[config.mk]
export PLATFORM = sky130hd
export DESIGN_NAME = servo_pulse_sequencer
export DESIGN_NICKNAME = d
export VERILOG_FILES = /design/src/sv/sps_pkg.sv /design/src/sv/servo_pulse_sequencer.sv /design/src/sv/sps_ram.sv /design/src/sv/sps_div.sv
export SDC_FILE = /design/constraint.sdc
export NUM_CORES = 2
export LEC_CHECK = 0
export ABC_CLOCK_PERIOD_IN_PS = 8900
export BUFFER_PORTS_ARGS = -buffer_cell sky130_fd_sc_hd__buf_2
export CORE_AREA = 2 2 308 371
export DETAILED_ROUTE_END_ITERATION = 8
export DIE_AREA = 0 0 310 373
export MAX_ROUTING_LAYER = met4
export PLACE_DENSITY = 0.67
export SLEW_MARGIN = 40
export SYNTH_ARGS = -nofsm -noshare
export SYNTH_HDL_FRONTEND = slang
export SYNTH_SLANG_ARGS = --single-unit
[constraint.sdc]
create_clock -name clk -period 8.9 [get_ports clk]
set_clock_uncertainty 0.2 [all_clocks]
set_input_delay 0.89 -clock clk [delete_from_list [all_inputs] [get_ports clk]]
set_output_delay 0.89 -clock clk [all_outputs]
set_load 0.02 [all_outputs]
[src/sv/sps_pkg.sv]
// Shared types, constants and helper functions for the servo pulse sequencer.
// Used by the divider, the top level and the checker.
package sps_pkg;

    // Channel count and derived address width
    localparam int CHANNELS = 12;
    localparam int CH_AW    = (CHANNELS > 1) ? $clog2(CHANNELS) : 1;

    // Field widths
    localparam int FUNC_W  = 2;
    localparam int CH_W    = 4;
    localparam int VAL_W   = 16;
    localparam int US_W    = 12;
    localparam int PIN_W   = 12;
    localparam int ANG_W   = 8;
    localparam int STAT_W  = 2;
    localparam int TRIM_W  = 8;
    localparam int LIM_W   = 14;
    localparam int SPAN_W  = 15;
    localparam int SLOT_W  = 5;
    localparam int CNT_W   = 16;
    localparam int SUM_W   = 17;
    localparam int WV_W    = 31;
    localparam int CFG_AW  = 3;
    localparam int CFG_DW  = 16;
    localparam int IN_DATA_W  = 48;
    localparam int OUT_DATA_W = 32;

    // Divider geometry
    localparam int DIV_NUM_W = 30;
    localparam int DIV_DEN_W = 15;
    localparam int DIV_BITS  = 2;

    // Item kinds
    typedef enum logic [FUNC_W-1:0] {
        FN_TICK,
        FN_ATTACH,
        FN_DETACH,
        FN_WRITE
    } func_t;

    // Result status codes
    localparam logic [STAT_W-1:0] STAT_OK      = 2'd0;
    localparam logic [STAT_W-1:0] STAT_INVALID = 2'd1;
    localparam logic [STAT_W-1:0] STAT_EMPTY   = 2'd2;

    // Configuration register indexes
    localparam logic [CFG_AW-1:0] REG_SERVO_COUNT   = 3'd0;
    localparam logic [CFG_AW-1:0] REG_REFRESH_TICKS = 3'd1;
    localparam logic [CFG_AW-1:0] REG_MIN_PULSE     = 3'd2;
    localparam logic [CFG_AW-1:0] REG_MAX_PULSE     = 3'd3;
    localparam logic [CFG_AW-1:0] REG_DEFAULT_PULSE = 3'd4;

    // Reset values
    localparam logic [CH_W-1:0]  RST_SERVO_COUNT = 4'd0;
    localparam logic [CNT_W-1:0] RST_REFRESH     = 16'd20000;
    localparam logic [US_W-1:0]  RST_MIN_PULSE   = 12'd544;
    localparam logic [US_W-1:0]  RST_MAX_PULSE   = 12'd2400;
    localparam logic [US_W-1:0]  RST_DEFAULT     = 12'd1500;

    // Sequencer constants
    localparam logic [SLOT_W-1:0]     SLOT_GAP    = '1;
    localparam logic [CNT_W-1:0]      OVERRUN_GAP = 16'd4;
    localparam logic signed [8:0]     ANGLE_SPAN  = 9'sd180;
    localparam logic [ANG_W-1:0]      ANGLE_MAX   = 8'd255;
    localparam logic [US_W-1:0]       US_MAX      = 12'd4095;

    // One channel table entry
    typedef struct packed {
        logic [US_W-1:0]          width;
        logic signed [TRIM_W-1:0] low_trim;
        logic signed [TRIM_W-1:0] high_trim;
    } chan_entry_t;

    localparam int ENTRY_W = $bits(chan_entry_t);
    localparam chan_entry_t ENTRY_RESET = '{RST_DEFAULT, 8'sd0, 8'sd0};

    // Sequencer states
    typedef enum logic [3:0] {
        ST_IDLE,
        ST_TICK,
        ST_LOAD,
        ST_CH_RD,
        ST_CH,
        ST_WR_MUL,
        ST_WR_DIV,
        ST_WR_CLAMP,
        ST_RB_MUL,
        ST_RB_DIV,
        ST_OUT
    } state_t;

    // Trim in 4 us units: (nominal - wanted) / 4, toward zero, saturated to 8 bits
    function automatic logic signed [TRIM_W-1:0] sat_trim(input logic [US_W-1:0] nom,
                                                          input logic [US_W-1:0] want);
        logic signed [US_W:0] diff;
        logic signed [US_W:0] quo;
        diff = $signed({1'b0, nom}) - $signed({1'b0, want});
        if (diff < 0)
            quo = (diff + 13'sd3) >>> 2;
        else
            quo = diff >>> 2;
        if (quo > 13'sd127)
            return 8'sd127;
        else if (quo < -13'sd128)
            return -8'sd128;
        else
            return quo[TRIM_W-1:0];
    endfunction

    // Trimmed limit: nominal minus four times the trim
    function automatic logic signed [LIM_W-1:0] trim_limit(input logic [US_W-1:0] nom,
                                                           input logic signed [TRIM_W-1:0] trim);
        logic signed [LIM_W-1:0] trim_x;
        trim_x = $signed({{(LIM_W-TRIM_W){trim[TRIM_W-1]}}, trim});
        return $signed({{(LIM_W-US_W){1'b0}}, nom}) - (trim_x <<< 2);
    endfunction

endpackage

[src/sv/servo_pulse_sequencer.sv]
// Multiplexed RC servo pulse generator: one microsecond tick steps a single
// interval timer through channels 0 .. servo_count-1, raising each active
// channel's pin for its stored width, then idles out the rest of the refresh
// frame (or 4 ticks when the frame is overrun). Channel widths and trims live
// in a 12-entry synchronous RAM; reset-valued entries are covered by valid bits,
// so the block takes items straight out of reset. Items are taken one at a
// time: s_tready stays low until the result of the last item is handed to
// the output register. The two-bit-per-cycle divider forms the read-back
// angle and scales angles to microseconds, and each channel lookup waits on
// the registered RAM read. Depends on sps_pkg, sps_ram and sps_div.
module servo_pulse_sequencer
    import sps_pkg::*;
(
    input  logic                  clk,
    input  logic                  rst_n,
    // Input items
    input  logic                  s_tvalid,
    output logic                  s_tready,
    input  logic [IN_DATA_W-1:0]  s_tdata,   // channel, value, min_us, max_us, zero pad
    input  logic [FUNC_W-1:0]     s_tuser,   // func
    // Result items
    output logic                  m_tvalid,
    input  logic                  m_tready,
    output logic [OUT_DATA_W-1:0] m_tdata,   // pin_levels, width_us, angle_deg
    output logic [STAT_W-1:0]     m_tuser,   // status
    // Configuration writes
    input  logic                  cfg_we,
    input  logic [CFG_AW-1:0]     cfg_addr,
    input  logic [CFG_DW-1:0]     cfg_wdata
);

    // Control state
    state_t                   state_reg, state_next;
    logic [CH_W-1:0]          servo_count_reg, servo_count_next;
    logic [CNT_W-1:0]         refresh_reg, refresh_next;
    logic [US_W-1:0]          min_pulse_reg, min_pulse_next;
    logic [US_W-1:0]          max_pulse_reg, max_pulse_next;
    logic [US_W-1:0]          default_reg, default_next;
    logic [SLOT_W-1:0]        slot_reg, slot_next;
    logic [CNT_W-1:0]         countdown_reg, countdown_next;
    logic [SUM_W-1:0]         frame_sum_reg, frame_sum_next;
    logic [CHANNELS-1:0]      active_reg, active_next;
    logic [CHANNELS-1:0]      entry_vld_reg, entry_vld_next;
    logic [CHANNELS-1:0]      pins_reg, pins_next;
    logic                     running_reg, running_next;
    logic                     div_go_reg, div_go_next;
    logic                     m_tvalid_reg, m_tvalid_next;

    // Item and working payload
    func_t                    func_reg, func_next;
    logic [CH_W-1:0]          ch_reg, ch_next;
    logic signed [VAL_W-1:0]  v_reg, v_next;
    logic [US_W-1:0]          min_us_reg, min_us_next;
    logic [US_W-1:0]          max_us_reg, max_us_next;
    chan_entry_t              cur_reg, cur_next;
    logic                     rd_vld_reg, rd_vld_next;
    logic signed [DIV_NUM_W-1:0] mul_reg, mul_next;
    logic signed [DIV_DEN_W-1:0] den_reg, den_next;
    logic signed [WV_W-1:0]   wval_reg, wval_next;
    logic [ANG_W-1:0]         res_angle_reg, res_angle_next;
    logic [STAT_W-1:0]        res_status_reg, res_status_next;
    logic [PIN_W-1:0]         out_pins_reg, out_pins_next;
    logic [US_W-1:0]          out_width_reg, out_width_next;
    logic [ANG_W-1:0]         out_angle_reg, out_angle_next;
    logic [STAT_W-1:0]        out_status_reg, out_status_next;

    // RAM port
    logic                     ram_we;
    logic [CH_AW-1:0]         ram_waddr;
    chan_entry_t              ram_wdata;
    logic                     ram_re;
    logic [CH_AW-1:0]         ram_raddr;
    logic [ENTRY_W-1:0]       ram_rdata;

    // Divider port
    logic                        div_done;
    logic signed [DIV_NUM_W-1:0] div_quo;

    // Decoded helpers
    chan_entry_t              ent;
    logic [CH_W-1:0]          used;
    logic [CHANNELS-1:0]      ch_mask;
    logic [CHANNELS-1:0]      slot_mask;
    logic                     ch_valid;
    logic                     slot_in_use;
    logic [SLOT_W-1:0]        slot_inc;
    logic                     expire_now;
    logic                     write_angle;
    logic signed [LIM_W-1:0]  lo_s;
    logic signed [LIM_W-1:0]  hi_s;
    logic signed [SPAN_W-1:0] span;
    logic signed [VAL_W+SPAN_W-1:0] wr_prod;
    logic signed [SPAN_W-1:0] rb_off;
    logic signed [SPAN_W+8:0] rb_prod;
    logic signed [WV_W-1:0]   lo_x;
    logic signed [WV_W-1:0]   hi_x;
    logic signed [WV_W-1:0]   w_lim;
    logic [US_W-1:0]          w_sat;
    logic                     out_free;

    sps_ram #(
        .WIDTH (ENTRY_W),
        .DEPTH (CHANNELS)
    ) u_chan_ram (
        .clk   (clk),
        .we    (ram_we),
        .waddr (ram_waddr),
        .wdata (ram_wdata),
        .re    (ram_re),
        .raddr (ram_raddr),
        .rdata (ram_rdata)
    );

    sps_div u_div (
        .clk   (clk),
        .rst_n (rst_n),
        .start (div_go_reg),
        .num   (mul_reg),
        .den   (den_reg),
        .done  (div_done),
        .quo   (div_quo)
    );

    // Entry read back, reset value where never written
    assign ent = rd_vld_reg ? chan_entry_t'(ram_rdata) : ENTRY_RESET;

    // Channel and slot decode
    assign used = (servo_count_reg > CH_W'(CHANNELS)) ? CH_W'(CHANNELS) : servo_count_reg;
    assign ch_valid    = ({1'b0, ch_reg} < (CH_W+1)'(CHANNELS));
    assign slot_in_use = !slot_reg[SLOT_W-1] && (slot_reg < {1'b0, used});
    assign slot_inc    = slot_reg + SLOT_W'(1);
    assign expire_now  = running_reg && (countdown_reg <= CNT_W'(1));
    assign write_angle = ($signed(v_reg) < $signed({1'b0, min_pulse_reg}));

    always_comb
    begin
        for (int i = 0; i < CHANNELS; i++)
        begin
            ch_mask[i]   = (ch_reg == CH_W'(i));
            slot_mask[i] = (slot_reg == SLOT_W'(i));
        end
    end

    // Trimmed limits and spans of the addressed channel
    assign lo_s    = trim_limit(min_pulse_reg, cur_reg.low_trim);
    assign hi_s    = trim_limit(max_pulse_reg, cur_reg.high_trim);
    assign span    = SPAN_W'(hi_s) - SPAN_W'(lo_s);
    assign wr_prod = v_reg * span;
    assign rb_off  = $signed({{(SPAN_W-US_W){1'b0}}, cur_reg.width}) + SPAN_W'(1)
                     - SPAN_W'(lo_s);
    assign rb_prod = rb_off * ANGLE_SPAN;

    // Clamp to the trimmed range, lower test first, then to 0..4095
    assign lo_x = WV_W'(lo_s);
    assign hi_x = WV_W'(hi_s);
    always_comb
    begin
        if (wval_reg < lo_x)
            w_lim = lo_x;
        else if (wval_reg > hi_x)
            w_lim = hi_x;
        else
            w_lim = wval_reg;
        if (w_lim < 0)
            w_sat = '0;
        else if (w_lim > WV_W'(US_MAX))
            w_sat = US_MAX;
        else
            w_sat = w_lim[US_W-1:0];
    end

    assign out_free = !m_tvalid_reg || m_tready;

    // Next state
    always_comb
    begin
        state_next = state_reg;
        unique case (state_reg)
            ST_IDLE:
            begin
                if (s_tvalid)
                    state_next = (func_t'(s_tuser) == FN_TICK) ? ST_TICK : ST_CH_RD;
            end
            ST_TICK:     state_next = expire_now ? ST_LOAD : ST_CH_RD;
            ST_LOAD:     state_next = ST_CH_RD;
            ST_CH_RD:    state_next = ST_CH;
            ST_CH:
            begin
                if (!ch_valid)
                    state_next = ST_OUT;
                else if (func_reg == FN_WRITE)
                    state_next = write_angle ? ST_WR_MUL : ST_WR_CLAMP;
                else
                    state_next = ST_RB_MUL;
            end
            ST_WR_MUL:   state_next = ST_WR_DIV;
            ST_WR_DIV:   state_next = div_done ? ST_WR_CLAMP : ST_WR_DIV;
            ST_WR_CLAMP: state_next = ST_RB_MUL;
            ST_RB_MUL:   state_next = (span == '0) ? ST_OUT : ST_RB_DIV;
            ST_RB_DIV:   state_next = div_done ? ST_OUT : ST_RB_DIV;
            ST_OUT:      state_next = out_free ? ST_IDLE : ST_OUT;
            default:     state_next = ST_IDLE;
        endcase
    end

    // Datapath, RAM and output control
    always_comb
    begin
        servo_count_next = servo_count_reg;
        refresh_next     = refresh_reg;
        min_pulse_next   = min_pulse_reg;
        max_pulse_next   = max_pulse_reg;
        default_next     = default_reg;
        slot_next        = slot_reg;
        countdown_next   = countdown_reg;
        frame_sum_next   = frame_sum_reg;
        active_next      = active_reg;
        entry_vld_next   = entry_vld_reg;
        pins_next        = pins_reg;
        running_next     = running_reg;
        div_go_next      = 1'b0;
        m_tvalid_next    = m_tvalid_reg && !m_tready;
        func_next        = func_reg;
        ch_next          = ch_reg;
        v_next           = v_reg;
        min_us_next      = min_us_reg;
        max_us_next      = max_us_reg;
        cur_next         = cur_reg;
        rd_vld_next      = rd_vld_reg;
        mul_next         = mul_reg;
        den_next         = den_reg;
        wval_next        = wval_reg;
        res_angle_next   = res_angle_reg;
        res_status_next  = res_status_reg;
        out_pins_next    = out_pins_reg;
        out_width_next   = out_width_reg;
        out_angle_next   = out_angle_reg;
        out_status_next  = out_status_reg;
        ram_we           = 1'b0;
        ram_waddr        = ch_reg[CH_AW-1:0];
        ram_wdata        = cur_reg;
        ram_re           = 1'b0;
        ram_raddr        = ch_reg[CH_AW-1:0];

        // Take configuration writes
        if (cfg_we)
        begin
            unique case (cfg_addr)
                REG_SERVO_COUNT:   servo_count_next = cfg_wdata[CH_W-1:0];
                REG_REFRESH_TICKS: refresh_next     = cfg_wdata[CNT_W-1:0];
                REG_MIN_PULSE:     min_pulse_next   = cfg_wdata[US_W-1:0];
                REG_MAX_PULSE:     max_pulse_next   = cfg_wdata[US_W-1:0];
                REG_DEFAULT_PULSE: default_next     = cfg_wdata[US_W-1:0];
                default:           ;
            endcase
        end

        unique case (state_reg)
            // Latch the item
            ST_IDLE:
            begin
                if (s_tvalid)
                begin
                    func_next   = func_t'(s_tuser);
                    ch_next     = s_tdata[3:0];
                    v_next      = $signed(s_tdata[19:4]);
                    min_us_next = s_tdata[31:20];
                    max_us_next = s_tdata[43:32];
                end
            end
            // Count down, or close the slot and fetch the next width
            ST_TICK:
            begin
                if (expire_now)
                begin
                    if (slot_reg == SLOT_GAP)
                        frame_sum_next = '0;
                    else if (slot_in_use && |(active_reg & slot_mask))
                        pins_next = pins_reg & ~slot_mask;
                    slot_next = slot_inc;
                    ram_re    = (slot_inc < {1'b0, used});
                    ram_raddr = slot_inc[CH_AW-1:0];
                    rd_vld_next = entry_vld_reg[slot_inc[CH_AW-1:0]];
                end
                else if (running_reg)
                begin
                    countdown_next = countdown_reg - CNT_W'(1);
                end
            end
            // Load the next pulse, or the rest of the frame
            ST_LOAD:
            begin
                if (slot_in_use)
                begin
                    countdown_next = CNT_W'(ent.width);
                    frame_sum_next = frame_sum_reg + SUM_W'(ent.width);
                    if (|(active_reg & slot_mask))
                        pins_next = pins_reg | slot_mask;
                end
                else
                begin
                    if ((SUM_W+1)'(frame_sum_reg) + (SUM_W+1)'(OVERRUN_GAP)
                        < (SUM_W+1)'(refresh_reg))
                        countdown_next = refresh_reg - frame_sum_reg[CNT_W-1:0];
                    else
                        countdown_next = OVERRUN_GAP;
                    slot_next = SLOT_GAP;
                end
            end
            // Fetch the addressed channel
            ST_CH_RD:
            begin
                if (ch_valid)
                begin
                    ram_re      = 1'b1;
                    rd_vld_next = entry_vld_reg[ch_reg[CH_AW-1:0]];
                end
            end
            // Apply the channel operation
            ST_CH:
            begin
                cur_next = ent;
                if (!ch_valid)
                begin
                    res_angle_next  = '0;
                    res_status_next = STAT_INVALID;
                end
                else
                begin
                    unique case (func_reg)
                        FN_ATTACH:
                        begin
                            cur_next.width     = default_reg;
                            cur_next.low_trim  = sat_trim(min_pulse_reg, min_us_reg);
                            cur_next.high_trim = sat_trim(max_pulse_reg, max_us_reg);
                            ram_we             = 1'b1;
                            ram_wdata          = cur_next;
                            entry_vld_next     = entry_vld_reg | ch_mask;
                            if (active_reg == '0)
                            begin
                                countdown_next = refresh_reg;
                                running_next   = 1'b1;
                            end
                            active_next = active_reg | ch_mask;
                        end
                        FN_DETACH:
                        begin
                            active_next = active_reg & ~ch_mask;
                            if ((active_reg & ~ch_mask) == '0)
                                running_next = 1'b0;
                        end
                        FN_WRITE:
                        begin
                            wval_next = WV_W'(v_reg);
                        end
                        FN_TICK:
                        begin
                        end
                    endcase
                end
            end
            // Scale the angle by the trimmed span
            ST_WR_MUL:
            begin
                mul_next    = wr_prod[DIV_NUM_W-1:0];
                den_next    = DIV_DEN_W'(ANGLE_SPAN);
                div_go_next = 1'b1;
            end
            ST_WR_DIV:
            begin
                if (div_done)
                    wval_next = WV_W'(div_quo) + lo_x;
            end
            // Clamp and store the new width
            ST_WR_CLAMP:
            begin
                cur_next.width = w_sat;
                ram_we         = 1'b1;
                ram_wdata      = cur_next;
                entry_vld_next = entry_vld_reg | ch_mask;
            end
            // Form the read-back angle
            ST_RB_MUL:
            begin
                if (span == '0)
                begin
                    res_angle_next  = '0;
                    res_status_next = STAT_EMPTY;
                end
                else
                begin
                    mul_next    = DIV_NUM_W'(rb_prod);
                    den_next    = DIV_DEN_W'(span);
                    div_go_next = 1'b1;
                end
            end
            ST_RB_DIV:
            begin
                if (div_done)
                begin
                    res_status_next = STAT_OK;
                    if (div_quo < 0)
                        res_angle_next = '0;
                    else if (div_quo > DIV_NUM_W'(ANGLE_MAX))
                        res_angle_next = ANGLE_MAX;
                    else
                        res_angle_next = div_quo[ANG_W-1:0];
                end
            end
            // Hand the result to the output register
            ST_OUT:
            begin
                if (out_free)
                begin
                    m_tvalid_next   = 1'b1;
                    out_pins_next   = PIN_W'(pins_reg);
                    out_width_next  = ch_valid ? cur_reg.width : '0;
                    out_angle_next  = res_angle_reg;
                    out_status_next = res_status_reg;
                end
            end
            default:
            begin
            end
        endcase
    end

    // Control registers
    always_ff @(posedge clk or negedge rst_n)
    begin
        if (!rst_n)
        begin
            state_reg       <= ST_IDLE;
            servo_count_reg <= RST_SERVO_COUNT;
            refresh_reg     <= RST_REFRESH;
            min_pulse_reg   <= RST_MIN_PULSE;
            max_pulse_reg   <= RST_MAX_PULSE;
            default_reg     <= RST_DEFAULT;
            slot_reg        <= SLOT_GAP;
            countdown_reg   <= RST_REFRESH;
            frame_sum_reg   <= '0;
            active_reg      <= '0;
            entry_vld_reg   <= '0;
            pins_reg        <= '0;
            running_reg     <= 1'b0;
            div_go_reg      <= 1'b0;
            m_tvalid_reg    <= 1'b0;
        end
        else
        begin
            state_reg       <= state_next;
            servo_count_reg <= servo_count_next;
            refresh_reg     <= refresh_next;
            min_pulse_reg   <= min_pulse_next;
            max_pulse_reg   <= max_pulse_next;
            default_reg     <= default_next;
            slot_reg        <= slot_next;
            countdown_reg   <= countdown_next;
            frame_sum_reg   <= frame_sum_next;
            active_reg      <= active_next;
            entry_vld_reg   <= entry_vld_next;
            pins_reg        <= pins_next;
            running_reg     <= running_next;
            div_go_reg      <= div_go_next;
            m_tvalid_reg    <= m_tvalid_next;
        end
    end

    // Payload registers
    always_ff @(posedge clk)
    begin
        func_reg       <= func_next;
        ch_reg         <= ch_next;
        v_reg          <= v_next;
        min_us_reg     <= min_us_next;
        max_us_reg     <= max_us_next;
        cur_reg        <= cur_next;
        rd_vld_reg     <= rd_vld_next;
        mul_reg        <= mul_next;
        den_reg        <= den_next;
        wval_reg       <= wval_next;
        res_angle_reg  <= res_angle_next;
        res_status_reg <= res_status_next;
        out_pins_reg   <= out_pins_next;
        out_width_reg  <= out_width_next;
        out_angle_reg  <= out_angle_next;
        out_status_reg <= out_status_next;
    end

    // Ports
    assign s_tready = (state_reg == ST_IDLE);
    assign m_tvalid = m_tvalid_reg;
    assign m_tdata  = {out_angle_reg, out_width_reg, out_pins_reg};
    assign m_tuser  = out_status_reg;

endmodule

[src/sv/sps_ram.sv]
// Generic single-write, single-read synchronous RAM with a registered read port.
// Depends on nothing; width and depth come from its parameters.
module sps_ram #(
    parameter int WIDTH = 8,
    parameter int DEPTH = 16,
    localparam int AW   = (DEPTH > 1) ? $clog2(DEPTH) : 1
) (
    input  logic             clk,
    input  logic             we,
    input  logic [AW-1:0]    waddr,
    input  logic [WIDTH-1:0] wdata,
    input  logic             re,
    input  logic [AW-1:0]    raddr,
    output logic [WIDTH-1:0] rdata
);

    logic [WIDTH-1:0] mem [DEPTH];
    logic [WIDTH-1:0] rdata_reg;

    // Write port
    always_ff @(posedge clk)
    begin
        if (we)
        begin
            mem[waddr] <= wdata;
        end
    end

    // Registered read port
    always_ff @(posedge clk)
    begin
        if (re)
        begin
            rdata_reg <= mem[raddr];
        end
    end

    assign rdata = rdata_reg;

endmodule

[src/sv/sps_div.sv]
// Signed iterative divider, quotient truncated toward zero, two bits per cycle.
// Depends on sps_pkg for its operand widths.
module sps_div
    import sps_pkg::*;
(
    input  logic                        clk,
    input  logic                        rst_n,
    input  logic                        start,
    input  logic signed [DIV_NUM_W-1:0] num,
    input  logic signed [DIV_DEN_W-1:0] den,
    output logic                        done,
    output logic signed [DIV_NUM_W-1:0] quo
);

    localparam int STEPS = DIV_NUM_W / DIV_BITS;
    localparam int SC_W  = $clog2(STEPS + 1);

    logic                  busy_reg;
    logic [SC_W-1:0]       cnt_reg;
    logic                  done_reg;
    logic [DIV_NUM_W-1:0]  quo_reg;
    logic [DIV_DEN_W-1:0]  rem_reg;
    logic [DIV_DEN_W-1:0]  den_mag_reg;
    logic                  neg_reg;
    logic [DIV_NUM_W-1:0]  res_reg;

    logic [DIV_NUM_W-1:0]  num_mag;
    logic [DIV_DEN_W-1:0]  den_mag;
    logic [DIV_NUM_W-1:0]  quo_s;
    logic [DIV_DEN_W-1:0]  rem_s;
    logic [DIV_DEN_W:0]    trial;
    logic                  last_step;

    // Operand magnitudes
    assign num_mag   = num[DIV_NUM_W-1] ? (~num + DIV_NUM_W'(1)) : num;
    assign den_mag   = den[DIV_DEN_W-1] ? (~den + DIV_DEN_W'(1)) : den;
    assign last_step = busy_reg && (cnt_reg == SC_W'(1));

    // Restoring division steps for one cycle
    always_comb
    begin
        rem_s = rem_reg;
        quo_s = quo_reg;
        trial = '0;
        for (int i = 0; i < DIV_BITS; i++)
        begin
            trial = {rem_s, quo_s[DIV_NUM_W-1]};
            quo_s = {quo_s[DIV_NUM_W-2:0], 1'b0};
            if (trial >= {1'b0, den_mag_reg})
            begin
                rem_s    = DIV_DEN_W'(trial - {1'b0, den_mag_reg});
                quo_s[0] = 1'b1;
            end
            else
            begin
                rem_s = trial[DIV_DEN_W-1:0];
            end
        end
    end

    // Step counter and done pulse
    always_ff @(posedge clk or negedge rst_n)
    begin
        if (!rst_n)
        begin
            busy_reg <= 1'b0;
            cnt_reg  <= '0;
            done_reg <= 1'b0;
        end
        else
        begin
            done_reg <= last_step;
            if (start)
            begin
                busy_reg <= 1'b1;
                cnt_reg  <= SC_W'(STEPS);
            end
            else if (busy_reg)
            begin
                cnt_reg <= cnt_reg - SC_W'(1);
                if (last_step)
                begin
                    busy_reg <= 1'b0;
                end
            end
        end
    end

    // Operand load, shift and sign fix
    always_ff @(posedge clk)
    begin
        if (start)
        begin
            quo_reg     <= num_mag;
            rem_reg     <= '0;
            den_mag_reg <= den_mag;
            neg_reg     <= num[DIV_NUM_W-1] ^ den[DIV_DEN_W-1];
        end
        else if (busy_reg)
        begin
            quo_reg <= quo_s;
            rem_reg <= rem_s;
            if (last_step)
            begin
                res_reg <= neg_reg ? (~quo_s + DIV_NUM_W'(1)) : quo_s;
            end
        end
    end

    assign done = done_reg;
    assign quo  = $signed(res_reg);

endmodule

==> flow_metrics.env <==
export IMPL_crit_path_end_kind="flip-flop"
export IMPL_hold_viol=0
export IMPL_core_area_mm2=0.1122
export IMPL_grt_pass1_wl_um=232100
export IMPL_vias=40793
export IMPL_rrSetupSlack_ps=-60
export IMPL_insertion_delay_ps=710
export IMPL_area_growth_pct=14.38
export IMPL_dr_pass1_iters=6
export IMPL_layout_drive_gt1_share=0.1506
export IMPL_start_util=0.4867
export IMPL_timing_slew_headroom=0.4052
export IMPL_tightest_slew_ps=892.2
export IMPL_arrival_ps=9190
export IMPL_max_cap_viol_count=0
export IMPL_syn_avg_cell_area_um2=10.35
export IMPL_clockBufferDepth=3
export IMPL_grt_usage=0.2697
export IMPL_fin_nets=6294
export IMPL_cts_tree="yes"
export IMPL_seq_area_mm2=0.02298
export IMPL_port_buffers=105
export IMPL_die_h_um=373
export IMPL_netlist_area_mm2=0.05459
export IMPL_path_common_cell="buf_4"
export IMPL_die_w_um=310
export IMPL_synth_cell_types=96
export IMPL_cp_required_ps=9130
export IMPL_cts_sinks=793
export IMPL_tritoncts_num_buffers=85
export IMPL_hold_path_class="input pin to flip-flop"
export IMPL_async_reset_ff_frac=0.1803
export IMPL_row_count=135
export IMPL_worstSetupPathType="flip-flop to flip-flop"
export IMPL_worstRegToRegCells=42
export IMPL_synth_area_leader_cell="edfxtp_1"
export IMPL_ios=110
export IMPL_die_area_mm2=0.1156
export IMPL_clock_fmax_mhz=111.6
export IMPL_vias_per_cell=5.705
export IMPL_yosysWarnings=0
export IMPL_r2r_start="max_pulse_reg[2]$_DFFE_PN0P_"
export IMPL_r2r_end="mul_reg[28]$_DFFE_PP_"
export IMPL_post_route_min_period_ps=8963
export IMPL_yosys_area_top_type_share=0.3493
export IMPL_setup_viol=3
export IMPL_wirelength_um=151600
export IMPL_drcViolationCount=0
export IMPL_fillers=9733
export IMPL_crit_start="max_pulse_reg[2]$_DFFE_PN0P_"
export IMPL_slowest_stage="fa_1"
export IMPL_synthTopCellsByArea="edfxtp_1 35%, fa_1 9.8%, ha_1 8.8%"
export IMPL_status="complete, but fails checks"
export IMPL_grt_pass1_vias=40858
export IMPL_hpwl_um=110600
export IMPL_ant_nets=0
export IMPL_cts_root_buf="clkbuf_16"
export IMPL_endpoint="mul_reg[28]$_DFFE_PP_"
export IMPL_violations="setup timing"
export IMPL_synth_main_ff_cell="edfxtp_1"
export IMPL_post_drt_wl_per_cell_um=21.19
export IMPL_slew_violations=0
export IMPL_start_kind="flip-flop"
export IMPL_syn_nets=6002
export IMPL_synth_edf_count=635
export IMPL_synthCells=5275
export IMPL_grt_max_degree=72
export IMPL_utilization=0.5567
export IMPL_multiInputGateArea_mm2=0.02964
export IMPL_rsz0062_at_grt="yes"
export IMPL_overflow=0
export IMPL_synth_ff_latch_count=793
export IMPL_largest_register_ffs=336
export IMPL_synth_seq_area_share=0.4210
export IMPL_antenna_found_initial=5
export IMPL_fin_crit_sh=1.007
export IMPL_crit_fanout=6
export IMPL_place_congestion=0.9743
export IMPL_cts_htree_levels=3
export IMPL_drt_iter0_markers=2959
export IMPL_clk_pin_slew_ps=70
export IMPL_slowest_delay_ps=540
export IMPL_worst_slack_ps=-62.66
-- per-layer routing --
metal,track usage,routed length (um),share of wire,vias up
li1,-,-,-,19094
met3,0.03901,8619,0.057,373
met5,-,0,0,-
met1,0.3170,58320,0.38,20070
met2,0.4509,76320,0.50,1256
met4,0.1332,8304,0.055,0
-- timing repair --
item                       in CTS  in global routing
resized for setup              87                 47
hold endpoints to repair       53                  0
setup buffers                  24                 15
setup endpoints to repair      11                 13
cloned                          0                  0
pin swaps                      99                 75
hold buffers                    1                  0
-- cell families (layout without fill, tap and decap cells) --
logic type | count (synthesis) | in the layout | synth area share
and+or+nand+nor | 1617 | 1617 | 0.1406
AOI/OAI and AO/OA | 1069 | 1069 | 0.1263
DFF | 793 | 793 | 0.4210
buffers and inverters | 765 | 1128 | 0.05352
adders and majority gates | 658 | 658 | 0.1873
xor gates and xnor gates | 280 | 280 | 0.04540
muxes | 93 | 93 | 0.02588
other | 0 | 6 | 0
-- worst max-delay path: cells and delay by family, from the launching register on --
| kind | cells | cell delay [ps] |
|---|---|---|
| flip-flops | 1 | 370 |
| buffers and inverters | 15 | 1570 |
| AND/OR/NAND/NOR | 6 | 810 |
| XOR/XNOR | 3 | 430 |
| AO/OA/AOI/OAI | 8 | 1160 |
| adder cells (fa/ha/maj) | 10 | 4140 |
-- cells in the final DEF (no fill, tap or decap), types with 50 or more instances in the layout --
cell type	Yosys	routed
a21o_1	67	67
buf_4	0	253
ha_1	386	368
nor2_1	290	268
inv_1	571	551
buf_2	4	109
nor3_1	57	54
clkbuf_16	0	86
xor2_1	99	95
nand3_1	119	119
edfxtp_1	635	635
o21ai_0	270	255
xnor2_1	179	171
and2_1	108	102
fa_1	267	259
o21a_1	51	50
and3_1	65	63
dfrtp_1	115	114
a21oi_1	259	243
nand2b_1	74	73
nand2_1	643	637
nor2b_1	67	65
-- layout make-up --
type / count / share of cell area
antenna: 6 / 0.0002405
clock buffer: 110 / 0.03655
clock inverter: 48 / 0.008276
inverter: 571 / 0.03433
multi-input combinational: 3717 / 0.4747
sequential: 793 / 0.3681
tap: 1507 / 0.03020
timing repair buffer: 399 / 0.04767
-- stage by stage --
| step | std cells | instance area (um2) | setup TNS, ps | hold slack, ps | worst slack [ps] |
|---|---|---|---|---|---|
| final | 7151 | 62440 | -118.9 | 150.0 | -62.66 |
| after global routing | 7150 | 62440 | -2282 | 134.5 | -410.2 |
| after CTS | 7126 | 62020 | -164.0 | 117.8 | -106.9 |
| after detailed placement | 6945 | 58640 | -2306 | 204.5 | -462.2 |
| after global placement | 6930 | 58400 | -1355 | 206.9 | -342.0 |
| after floorplan | 5275 | 54740 | 0 | 200.3 | 5.918 |
-- cell usage after synthesis (all sizes together), types with 58 or more instances --
cell type / count
a21oi: 262
nand2b: 74
and2: 110
o21ai: 298
fa: 267
xnor2: 180
ha: 386
clkbuf: 177
nor2: 290
nand2: 643
nor2b: 67
a21o: 67
xor2: 100
edfxtp: 635
and3: 65
dfrtp: 115
inv: 571
nor3: 58
nand3: 119
-- how the worst min path moves through the flow --
stage	from	slack, ps	to	cells past startpoint
2_1_floorplan	res_status_reg[0]$_DFFE_PP_	200	m_tuser[0]$_DFFE_PP_	0
3_3_place_gp	res_status_reg[0]$_DFFE_PP_	210	m_tuser[0]$_DFFE_PP_	0
3_5_place_dp	res_angle_reg[1]$_SDFFCE_PP0P_	200	out_angle_reg[1]$_DFFE_PP_	0
4_1_cts	s_tdata[0]	120	ch_reg[0]$_DFFE_PP_	1
5_1_grt	s_tdata[21]	130	min_us_reg[1]$_DFFE_PP_	1
6_report	s_tdata[0]	150	ch_reg[0]$_DFFE_PP_	1
Power is left out: the tool's default activity adds up to more than one toggle a clock period on the data nets, which glitch-free logic cannot reach.
